File: src/hdl/tfd_pkg.sv
// ----------------------------------------------------------------------------
// tfd_pkg
// Shared types and codes for the trigger frame deframer.
// ----------------------------------------------------------------------------
`default_nettype none

package tfd_pkg;

  // result field codes
  typedef enum logic [3:0] {
    KIND_META   = 4'd0,
    KIND_SIZE   = 4'd1,
    KIND_SOURCE = 4'd2,
    KIND_FTYPE  = 4'd3,
    KIND_REV    = 4'd4,
    KIND_COINC  = 4'd5,
    KIND_TRIG   = 4'd6,
    KIND_TIME   = 4'd7,
    KIND_WINDOW = 4'd8,
    KIND_COUNT  = 4'd9,
    KIND_RESET  = 4'd10,
    KIND_END    = 4'd11
  } field_kind_t;

  localparam int HEADER_LEN  = 9;   // header plus coincidence byte
  localparam int TIME_BYTES  = 6;
  localparam int WIN_BYTES   = 2;
  localparam int CNT_BYTES   = 3;
  localparam int RST_BYTES   = 3;
  localparam int UNUSED_LEN  = 20;
  localparam int POS_W       = 24;
  localparam int VALUE_W     = 48;

  // decode of one byte offset within the frame layout
  typedef struct packed {
    logic        hit;    // offset belongs to a decoded field
    logic        done;   // last byte of that field
    field_kind_t kind;
    logic [3:0]  idx;    // detector number
  } layout_dec_t;

endpackage

`default_nettype wire

File: src/hdl/tfd_layout.sv
// ----------------------------------------------------------------------------
// tfd_layout
// Maps a byte offset within a trigger frame to the field it belongs to.
// ----------------------------------------------------------------------------
`default_nettype none

module tfd_layout #(
  parameter int DETECTORS = 4
) (
  input  wire logic [tfd_pkg::POS_W-1:0] pos,
  output tfd_pkg::layout_dec_t           dec
);
  import tfd_pkg::*;

  localparam int TIME_AT   = HEADER_LEN + DETECTORS;
  localparam int WIN_AT    = TIME_AT + TIME_BYTES;
  localparam int CNT_AT    = WIN_AT + WIN_BYTES;
  localparam int RST_AT    = CNT_AT + CNT_BYTES * DETECTORS;
  localparam int UNUSED_AT = RST_AT + RST_BYTES;

  // offset into the count block, below 48
  logic [6:0]  cnt_off;
  logic [12:0] cnt_prod;
  logic [3:0]  cnt_det;
  logic [6:0]  cnt_rem;

  assign cnt_off  = 7'(pos - POS_W'(CNT_AT));
  // divide by three via reciprocal, exact for offsets below 48 (4-bit quotient)
  assign cnt_prod = 13'(cnt_off) * 13'd43;
  assign cnt_det  = cnt_prod[10:7];
  assign cnt_rem  = cnt_off - 7'(cnt_det) * 7'd3;

  always_comb begin
    dec.hit  = 1'b1;
    dec.done = 1'b1;
    dec.idx  = '0;
    dec.kind = KIND_META;
    if (pos == POS_W'(0)) begin
      dec.kind = KIND_META;
    end else if (pos <= POS_W'(3)) begin
      dec.kind = KIND_SIZE;
      dec.done = (pos == POS_W'(3));
    end else if (pos == POS_W'(4)) begin
      dec.kind = KIND_SOURCE;
    end else if (pos <= POS_W'(6)) begin
      dec.kind = KIND_FTYPE;
      dec.done = (pos == POS_W'(6));
    end else if (pos == POS_W'(7)) begin
      dec.kind = KIND_REV;
    end else if (pos == POS_W'(8)) begin
      dec.kind = KIND_COINC;
    end else if (pos < POS_W'(TIME_AT)) begin
      dec.kind = KIND_TRIG;
      dec.idx  = 4'(pos - POS_W'(HEADER_LEN));
    end else if (pos < POS_W'(WIN_AT)) begin
      dec.kind = KIND_TIME;
      dec.done = (pos == POS_W'(WIN_AT - 1));
    end else if (pos < POS_W'(CNT_AT)) begin
      dec.kind = KIND_WINDOW;
      dec.done = (pos == POS_W'(CNT_AT - 1));
    end else if (pos < POS_W'(RST_AT)) begin
      dec.kind = KIND_COUNT;
      dec.idx  = cnt_det;
      dec.done = (cnt_rem == 7'd2);
    end else if (pos < POS_W'(UNUSED_AT)) begin
      dec.kind = KIND_RESET;
      dec.done = (pos == POS_W'(UNUSED_AT - 1));
    end else begin
      dec.hit  = 1'b0;
      dec.done = 1'b0;
    end
  end

endmodule

`default_nettype wire

File: src/hdl/trigger_frame_deframer.sv
// ----------------------------------------------------------------------------
// trigger_frame_deframer
// Decodes a byte stream of back-to-back trigger frames into field results.
// ----------------------------------------------------------------------------
// Usage:
//   Input channel data_valid/data_stall carries one stream byte per
//   transaction. Output channel result_valid/result_stall carries one decoded
//   field per transaction: kind, detector index, big-endian value, and on the
//   frame-end result the short-frame and last-of-frame flags.
//   A byte is taken into an input register, decoded against the frame layout
//   and written to the result register when the output can advance. One byte
//   is processed per cycle unless a stalled result holds the flow; the
//   position counter and shift accumulator update together as it is taken.
//   Bytes that close no field produce no transaction on the output.
//   While result_stall holds a pending result, the input register keeps its
//   byte and data_stall rises once it is full.
//   Reset clears the frame position, declared size, accumulator and both
//   valid flags; the next byte is taken as the first byte of a frame.
// ----------------------------------------------------------------------------
`default_nettype none

module trigger_frame_deframer #(
  parameter int DETECTORS = 4
) (
  input  wire logic                            clk,
  input  wire logic                            rst,
  input  wire logic                            data_valid,
  output      logic                            data_stall,
  input  wire logic [7:0]                      data_byte,
  output      logic                            result_valid,
  input  wire logic                            result_stall,
  output      logic [3:0]                      field_kind,
  output      logic [3:0]                      detector_index,
  output      logic [tfd_pkg::VALUE_W-1:0]     field_value,
  output      logic                            short_frame,
  output      logic                            last_of_frame
);
  import tfd_pkg::*;

  localparam int LAYOUT_LEN = HEADER_LEN + DETECTORS + TIME_BYTES + WIN_BYTES
                              + CNT_BYTES * DETECTORS + RST_BYTES + UNUSED_LEN;

  // input register
  logic       in_valid;
  logic [7:0] in_byte;

  // frame state
  logic [POS_W-1:0]   byte_pos;
  logic [POS_W-1:0]   declared_size;
  logic [VALUE_W-1:0] acc;
  logic               size_short;

  layout_dec_t        dec;
  logic               advance;
  logic               end_hit;
  logic               res_fire;
  logic [VALUE_W-1:0] acc_shift;
  logic [POS_W:0]     pos_inc;

  tfd_layout #(
    .DETECTORS(DETECTORS)
  ) u_layout (
    .pos(byte_pos),
    .dec(dec)
  );

  assign advance    = in_valid && (!result_valid || !result_stall);
  assign data_stall = in_valid && !advance;

  assign pos_inc   = {1'b0, byte_pos} + (POS_W + 1)'(1);
  assign acc_shift = {acc[VALUE_W-9:0], in_byte};

  // frame end: layout end when size was short, else the declared last byte
  always_comb begin
    end_hit = 1'b0;
    if (byte_pos >= POS_W'(3)) begin
      if (size_short) begin
        end_hit = (byte_pos == POS_W'(LAYOUT_LEN - 1));
      end else begin
        end_hit = (declared_size != '0) && (pos_inc == {1'b0, declared_size});
      end
    end
  end

  assign res_fire = end_hit || (dec.hit && dec.done);

  always_ff @(posedge clk) begin
    if (rst) begin
      in_valid <= 1'b0;
    end else if (!data_stall) begin
      in_valid <= data_valid;
    end
  end

  always_ff @(posedge clk) begin
    if (data_valid && !data_stall) begin
      in_byte <= data_byte;
    end
  end

  always_ff @(posedge clk) begin
    if (rst) begin
      byte_pos      <= '0;
      declared_size <= '0;
      acc           <= '0;
      size_short    <= 1'b0;
    end else if (advance) begin
      if (end_hit) begin
        byte_pos      <= '0;
        declared_size <= '0;
        acc           <= '0;
        size_short    <= 1'b0;
      end else begin
        byte_pos <= pos_inc[POS_W-1:0];
        if (dec.hit) begin
          acc <= dec.done ? '0 : acc_shift;
          if (dec.done && dec.kind == KIND_SIZE) begin
            declared_size <= acc_shift[POS_W-1:0];
            size_short    <= acc_shift[POS_W-1:0] < POS_W'(LAYOUT_LEN);
          end
        end
      end
    end
  end

  always_ff @(posedge clk) begin
    if (rst) begin
      result_valid <= 1'b0;
    end else if (advance) begin
      result_valid <= res_fire;
    end else if (!result_stall) begin
      result_valid <= 1'b0;
    end
  end

  always_ff @(posedge clk) begin
    if (advance && res_fire) begin
      if (end_hit) begin
        field_kind     <= 4'(KIND_END);
        detector_index <= '0;
        field_value    <= '0;
        short_frame    <= size_short;
        last_of_frame  <= 1'b1;
      end else begin
        field_kind     <= 4'(dec.kind);
        detector_index <= dec.idx;
        if (dec.kind == KIND_COINC || dec.kind == KIND_TRIG) begin
          field_value <= VALUE_W'(in_byte == 8'd1);
        end else begin
          field_value <= acc_shift;
        end
        short_frame   <= 1'b0;
        last_of_frame <= 1'b0;
      end
    end
  end

  // frame end restarts the frame
  a_end_restart : assert property (@(posedge clk) disable iff (rst)
    advance && end_hit |=> byte_pos == '0 && !size_short)
    else $error("frame end did not clear frame state");

  a_short_bound : assert property (@(posedge clk) disable iff (rst)
    size_short |-> declared_size < POS_W'(LAYOUT_LEN))
    else $error("short flag set with a full-length size");

  a_short_on_end : assert property (@(posedge clk) disable iff (rst)
    result_valid && short_frame |-> last_of_frame)
    else $error("short flag outside frame end");

  a_last_kind : assert property (@(posedge clk) disable iff (rst)
    result_valid && last_of_frame |-> field_kind == 4'(KIND_END) && field_value == '0)
    else $error("frame end result malformed");

  a_index_kind : assert property (@(posedge clk) disable iff (rst)
    result_valid && detector_index != '0
      |-> field_kind == 4'(KIND_TRIG) || field_kind == 4'(KIND_COUNT))
    else $error("detector index on a non-detector field");

endmodule

`default_nettype wire
File: config.mk
export PLATFORM = sky130hd
export DESIGN_NAME = trigger_frame_deframer
export DESIGN_NICKNAME = d
export VERILOG_FILES = /design/src/hdl/tfd_pkg.sv /design/src/hdl/tfd_layout.sv /design/src/hdl/trigger_frame_deframer.sv
export SDC_FILE = /design/constraint.sdc
export NUM_CORES = 1
export LEC_CHECK = 0
export BUFFER_PORTS_ARGS = -buffer_cell sky130_fd_sc_hd__buf_2
export CORE_MARGIN = 3
export CORE_UTILIZATION = 44
export CTS_CLUSTER_SIZE = 30
export DETAILED_ROUTE_END_ITERATION = 10
export HOLD_SLACK_MARGIN = 0.1
export SETUP_SLACK_MARGIN = 0.5
export SLEW_MARGIN = 20
export SYNTH_ARGS = -nofsm -noshare
export SYNTH_HDL_FRONTEND = slang
export SYNTH_SLANG_ARGS = --single-unit
export TNS_END_PERCENT = 30
File: constraint.sdc
create_clock -name clk -period 7.65 [get_ports clk]
set_clock_uncertainty 0.1 [all_clocks]
set_input_delay 0.765 -clock clk [delete_from_list [all_inputs] [get_ports clk]]
set_output_delay 0.765 -clock clk [all_outputs]
set_load 0.1 [all_outputs]
Word-level counts from Yosys, hierarchy flattened
Cells that the tools add are included.

storage, ports and cells
  flip-flop bits (word level) = 157
  bits of input ports = 12

cells by class
  add/subtract/negate cells = 4
  multipliers = 2
  $lt $le $gt $ge = 9
  equality and inequality tests = 16
  multiplexer cells = 59
  reduce and logical (&&, ||, !) cells = 22

operators with widths
  operator                                                                 number
  40-bit 2-to-1 mux                                                        3
  24-bit 2-to-1 mux                                                        4
  24-bit by 3-bit equality test with 1-bit output (second input constant)  3
  24-bit by 6-bit < comparator with 1-bit output (second input constant)   3
  5-bit 2-to-1 mux                                                         12
  8-bit 2-to-1 mux                                                         7
  24-bit by 5-bit equality test with 1-bit output (second input constant)  2
  24-bit by 6-bit equality test with 1-bit output (second input constant)  2
  24-bit by 5-bit < comparator with 1-bit output (second input constant)   2
  4-bit 2-to-1 mux                                                         8
  24-bit by 1-bit adder with 25-bit output (second input constant)         1
  25-bit by 24-bit equality test with 1-bit output                         1
  24-bit by 2-bit equality test with 1-bit output (second input constant)  1
  24-bit by 4-bit equality test with 1-bit output (second input constant)  1
  24-bit by 2-bit >= comparator with 1-bit output (second input constant)  1
  24-bit by 2-bit <= comparator with 1-bit output (second input constant)  1
  24-bit by 3-bit <= comparator with 1-bit output (second input constant)  1
  24-bit zero test                                                         1
  24-bit by 4-bit < comparator with 1-bit output (second input constant)   1
  24-bit nonzero test                                                      1
  2-bit 2-to-1 mux                                                         9
  1-bit 2-to-1 mux                                                         16
  7-bit by 6-bit multiplier with 11-bit output (second input constant)     1
  4-bit by 3-bit equality test with 1-bit output (second input constant)   2
  other kinds (16)                                                         28

Depth between registers and ports, before layout
  word-level depth = 33
  gate-level depth with buffers = 33
  depth with buffers taken out = 30

Modules after synthesis
A second synthesis with hierarchy kept.

unflattened totals
  cell total of the unflattened synthesis = 860
  area total of the unflattened synthesis = 8496.9 sq um

modules (own cells, without submodules)
  module                  times used  cells an instance  area each (sq um)  seq. area each (sq um)
  trigger_frame_deframer  1           640                6896.6             3803.6
  tfd_layout              1           220                1600.3             0.0

Least setup slack after synthesis
Ideal clock, no wire load.

  kind = reg-to-reg
  start = reg byte_pos[2]
  end = reg detector_index[0] (enable)
  library setup time = 0.420 ns
  data arrival time = 7.691 ns
  data required time = 7.130 ns
  slack = -0.561 ns
  cell stages (with the launch flop) = 28
  period minus slack after synthesis = 8.211 ns
  cell sequence = dfxtp_1 clkbuf_1 clkbuf_1 o21ai_0 a21oi_1 xnor2_1 ha_1 inv_1 fa_1 fa_1 inv_1 ha_1 a21oi_1 o21ai_0 a21oi_1 nor2b_1 nor2_1 xnor2_1 xor2_1 ha_1 ha_1 a211oi_1 o21bai_1 a21oi_1 xnor3_1 or4b_2 a21oi_1 o21a_1

between the ends
  longest elaborated chain between the ends = 29
  elaborated cells between the ends (all ways) = 59
  classes of those cells = 3 x add/sub; 2 x mul; 8 x order compare; 11 x eq/ne; 30 x mux; 5 x reduce/logical

RTL lines
  item                                            RTL line                       text
  start: declaration                              trigger_frame_deframer.sv:48   logic [POS_W-1:0] byte_pos;
  start signal: assignment                        trigger_frame_deframer.sv:114  byte_pos <= pos_inc[POS_W-1:0];
  7-bit by 5-bit subtractor with 7-bit output     tfd_layout.sv:27               assign cnt_off = 7'(pos - POS_W'(CNT_AT));
  7-bit by 6-bit multiplier with 11-bit output    tfd_layout.sv:29               assign cnt_prod = 13'(cnt_off) * 13'd43;
  4-bit by 2-bit multiplier with 6-bit output     tfd_layout.sv:31               assign cnt_rem = cnt_off - 7'(cnt_det) * 7'd3;
  7-bit by 6-bit subtractor with 7-bit output     tfd_layout.sv:31
  7-bit by 2-bit equality test with 1-bit output  tfd_layout.sv:64               dec.done = (cnt_rem == 7'd2);
  5-bit 2-to-1 mux                                tfd_layout.sv:61               end else if (pos < POS_W'(RST_AT)) begin
  5-bit 2-to-1 mux                                tfd_layout.sv:58               end else if (pos < POS_W'(CNT_AT)) begin
  5-bit 2-to-1 mux                                tfd_layout.sv:55               end else if (pos < POS_W'(WIN_AT)) begin
  [13 not listed]                                 -
  2-bit 2-to-1 mux                                tfd_layout.sv:38               if (pos == POS_W'(0)) begin
  5-bit 2-to-1 mux                                tfd_layout.sv:45               end else if (pos <= POS_W'(6)) begin
  2-bit 2-to-1 mux                                tfd_layout.sv:43               end else if (pos == POS_W'(4)) begin
  5-bit 2-to-1 mux                                tfd_layout.sv:40               end else if (pos <= POS_W'(3)) begin
  2-bit 2-to-1 mux                                tfd_layout.sv:38
  1-bit logical AND                               trigger_frame_deframer.sv:85   assign res_fire = end_hit || (dec.hit && dec.done);
  1-bit logical OR *                              trigger_frame_deframer.sv:85
  1-bit logical AND *                             trigger_frame_deframer.sv:137  if (advance && res_fire) begin
  end signal: assignment                          trigger_frame_deframer.sv:146  detector_index <= dec.idx;
  end: declaration                                trigger_frame_deframer.sv:33   output logic [3:0] detector_index,

Mark *: on every way between the ends. The rest lies on a longest branch, timed or not. The select of a mux whose other input is x is not followed.
A chain may end at the register's enable or synchronous reset.

Worst setup path in the final report
  start = reg byte_pos[1]
  end = reg field_value[24] (netlist name) (enable)

between the ends
  longest elaborated chain between the ends = 29
  elaborated cells between the ends (all ways) = 59
  classes of those cells = 3 x add/sub; 2 x mul; 8 x order compare; 11 x eq/ne; 30 x mux; 5 x reduce/logical

RTL lines
  item                                            RTL line                       text
  7-bit by 5-bit subtractor with 7-bit output     tfd_layout.sv:27
  7-bit by 6-bit multiplier with 11-bit output    tfd_layout.sv:29
  4-bit by 2-bit multiplier with 6-bit output     tfd_layout.sv:31
  7-bit by 6-bit subtractor with 7-bit output     tfd_layout.sv:31
  7-bit by 2-bit equality test with 1-bit output  tfd_layout.sv:64
  5-bit 2-to-1 mux                                tfd_layout.sv:61
  5-bit 2-to-1 mux                                tfd_layout.sv:58
  5-bit 2-to-1 mux                                tfd_layout.sv:55
  [13 not listed]                                 -
  2-bit 2-to-1 mux                                tfd_layout.sv:38
  5-bit 2-to-1 mux                                tfd_layout.sv:45
  2-bit 2-to-1 mux                                tfd_layout.sv:43
  5-bit 2-to-1 mux                                tfd_layout.sv:40
  2-bit 2-to-1 mux                                tfd_layout.sv:38
  1-bit logical AND                               trigger_frame_deframer.sv:85
  1-bit logical OR *                              trigger_frame_deframer.sv:85
  1-bit logical AND *                             trigger_frame_deframer.sv:137
  end signal: assignment                          trigger_frame_deframer.sv:148  field_value <= VALUE_W'(in_byte == 8'd1);
  end signal: assignment                          trigger_frame_deframer.sv:150  field_value <= acc_shift;
  end: declaration                                trigger_frame_deframer.sv:34   output logic [tfd_pkg::VALUE_W-1:0] field_value,

Marked as above.

==> run summary <==
slowest stage delay, CP - 0.60 ns
Setup Crit Path Kind - reg -> reg
mux share of post-synthesis cell area - 2.17%
Storage cell area - 0.00381 sq mm
mapped cell area - 0.00878 sq mm
Overflow after GRT - 0
fmax - 0.147 GHz
Critical Path Source - byte_pos[1]
Iteration-0 DRC Markers - 642
CTS tree - built
Post-Synth Simple-Gate Area - 23.0%
crit share post-route - 89.2%
EDFF count, synth - 66
Synth Area in Compound Gates - 13.1%
Worst-path clk slew - 0.07 ns
Core ar. - 0.0195 sq mm
initial antenna violation count - 0
Fin Hold WS - 0.356 ns
Port Buffers - 71
clock share of power - 36.1%
# setup viols final - 0
Max Fanout on Critical Path - 17
clock tree buffer depth - 2
Critical R2R Capture - field_value[24]
TNS Setup - 0 ns
DRC viols - 0
post-synthesis adder-cell area fraction - 6.44%
R2R cell count - 29
DP HPWL - 15.7 mm
ys async rst share - 0%
clock root cell - clkbuf_16
Die H - 147 um
DR pass1 iterations - 5
Mean Syn Cell Area - 9.39 sq um
Least-Margin Pin Slew - 0.915 ns
pwr dens - 224 mW/mm^2
maxcap violations - 0
sequential element share of the synthesized area - 43.3%
synth-to-layout area growth - 15.2%
CP max stage cell - or4b_2
crit path DAT - 6.86 ns
Synth Instances - 935
Switch Pwr - 0.000759 W
LEAKAGE - 3.77 nW
first-pass GRT wire length - 36.4 mm
P_int - 0.00151 W
CP Launch Type - flip-flop
Worst-Skew Late Latency - 0.43 ns
R2R Setup Slk - 0.83 ns
Initial Util - 45.0%
IO Count - 72
status - finished clean
# rows - 51
Design Power - 0.00227 W
Tmin final - 6.82 ns
synth warn - 0
vias - 7087
final hold violations - 0
fin. max-slew vios - 0
unrepaired setup endpoints after global routing - false
Hold Crit Class - reg -> reg
drt wl/cell - 18.0 um
Synth top area share - 22.6%
GPL Wtd Cong - 0.898
Synth cell types - 72
Rel. slew slack - 38.5%
total CTS buffers - 17
Comb power frac - 24.0%
Num Clock Sinks - 157
top cells by area, synth - edfxtp_1 (23%), dfxtp_1 (21%), ha_1 (4.8%)
Synth Area in XOR/XNOR - 6.04%
Net Sw Frac - 33.5%
Reg power frac - 39.9%
syn_nets - 988
largest net degree at the start of global routing - 51
die area - 0.0217 sq mm
vias in the first global route - 6504
leading area contributor after synthesis - edfxtp_1
CP Capture Point - field_value[24]
Main synth FF type - dfxtp_1
htree depth - 4
required time worst endpoint - 7.69 ns
routed vias/inst - 5.58
fill count - 1836
CP most frequent cell - ha_1
drt total wl - 22.8 mm
Post-DRT Antenna Nets - 0
Multi-input gate area - 0.00455 sq mm
Layout Nets - 1044
r2r startpoint - byte_pos[1]
layout cells sized above 1 - 16.2%
gr usage total - 21.0%
Max IR drop VDD - 0.000173 V
cts hold-fix bufs - 0
Yosys reg bits - 157
ant diodes - 0
Horiz. Die Dim - 147 um
main combinational cell family by area after synthesis - simple AND/OR/NAND/NOR gates
Setup crit end kind - flip-flop
[per-layer routing]
| metal | vias up | GRT usage, % | wire length [um] |
|---|---|---|---|
| li1 | 3481 | - | - |
| met2 | 227 | 31.0 | 9940 |
| met1 | 3361 | 31.9 | 11300 |
| met5 | - | 0 | 0 |
| met4 | 0 | 4.71 | 262 |
| met3 | 18 | 4.10 | 1290 |
[through the flow]
step                      util [%]  setup slack, ns  instances  area (sq um)
after detailed placement      48.3            0.242       1233          9430
final                         51.8            0.825       1269         10100
after global placement        48.3            0.424       1233          9430
after CTS                     51.3            0.520       1268         10000
after floorplan                  -            0.519        935          8800
after global routing          51.8            0.482       1269         10100
[worst min-delay path by stage]
| stage | from | end | slack, ns | cells after the start |
|---|---|---|---|---|
| global route | acc[38] | acc[38] | 0.38 | 2 |
| floorplan | acc[32] | acc[32] | 0.33 | 2 |
| finish | acc[34] | acc[34] | 0.36 | 2 |
| global placement | acc[37] | acc[37] | 0.34 | 2 |
| CTS | acc[34] | acc[34] | 0.36 | 2 |
| detailed placement | acc[34] | acc[34] | 0.34 | 2 |
[sequential cells by signal (all words and copies together) (netlist names)]
signal,count
acc,40
detector_index,4
result_valid,1
size_short,1
short_frame,1
in_byte,8
declared_size,24
last_of_frame,1
field_kind,4
in_valid,1
field_value,48
byte_pos,24
[kinds of logic after synthesis]
logic type                 Yosys count
and+or+nand+nor                    376
DFF                                157
AOI/OAI and AO/OA                  155
buffers and inverters              128
xor gates and xnor gates            59
adders and majority gates           41
muxes                               19
[cells in the mapped netlist, types with 6 or more instances]
master     instances
a21oi_1           24
a41oi_1            7
and2_1            52
and3_1            10
and4_1             6
buf_2             16
clkbuf_1          40
dfxtp_1           91
edfxtp_1          66
fa_1               7
ha_1              34
inv_1             66
mux2i_1           19
nand2_1          107
nand2b_1           7
nand3_1           30
nand4_1           19
nor2_1            45
nor2b_1           14
nor3_1            16
nor4_1            21
o21ai_0           18
o22ai_1           28
o2bb2ai_1         24
or3_1              7
or4_1             24
xnor2_1           41
xor2_1            17
[power groups by stage]
stage                     registers [W]  logic, W  clock network (W)
after floorplan                 0.00103  0.000306                  0
after global placement         0.000924  0.000505                  0
after detailed placement       0.000924  0.000514                  0
after CTS                      0.000905  0.000521           0.000830
after global routing           0.000907  0.000600           0.000861
final                          0.000905  0.000545           0.000817
[critical path: cells and delay by family, from the launching register on]
family	cells	cell delay, ns
compound gates	9	1.64
xor+xnor	4	0.67
buf+inv	4	0.35
fa+ha+maj	7	2.35
flops	1	0.42
simple gates	5	1.00
[cell usage in the layout, fill, tap and decap left out, types with 10 or more instances in the layout]
cell type	count
a21oi_1	22
and2_1	52
and3_1	10
buf_2	71
buf_4	24
clkbuf_16	18
dfxtp_1	90
edfxtp_1	66
ha_1	33
inv_1	65
mux2i_1	19
nand2_1	107
nand3_1	30
nand4_1	19
nor2_1	43
nor2b_1	13
nor3_1	16
nor4_1	20
o21ai_0	15
o22ai_1	28
o2bb2ai_1	24
or4_1	24
xnor2_1	38
xor2_1	16
[final cells by class]
cell class                      instances  share of cell area [%]
Timing Repair Buffer                   99                    5.96
Clock inverter                         14                    1.26
Multi-Input combinational cell        650                    45.0
Inverter                               66                    2.45
Tap cell                              265                    3.28
Sequential cell                       157                    37.7
Clock buffer                           18                    4.34
[repair_timing]
action / CTS / global route
endpoints found under the setup margin: 99 / 99
pin swaps: 1 / 3
buffers inserted: 3 / 0
hold endpoints to repair: 0 / 0
gates cloned: 0 / 1
resized for setup: 2 / 17
Power figures use the tool's default switching activity.
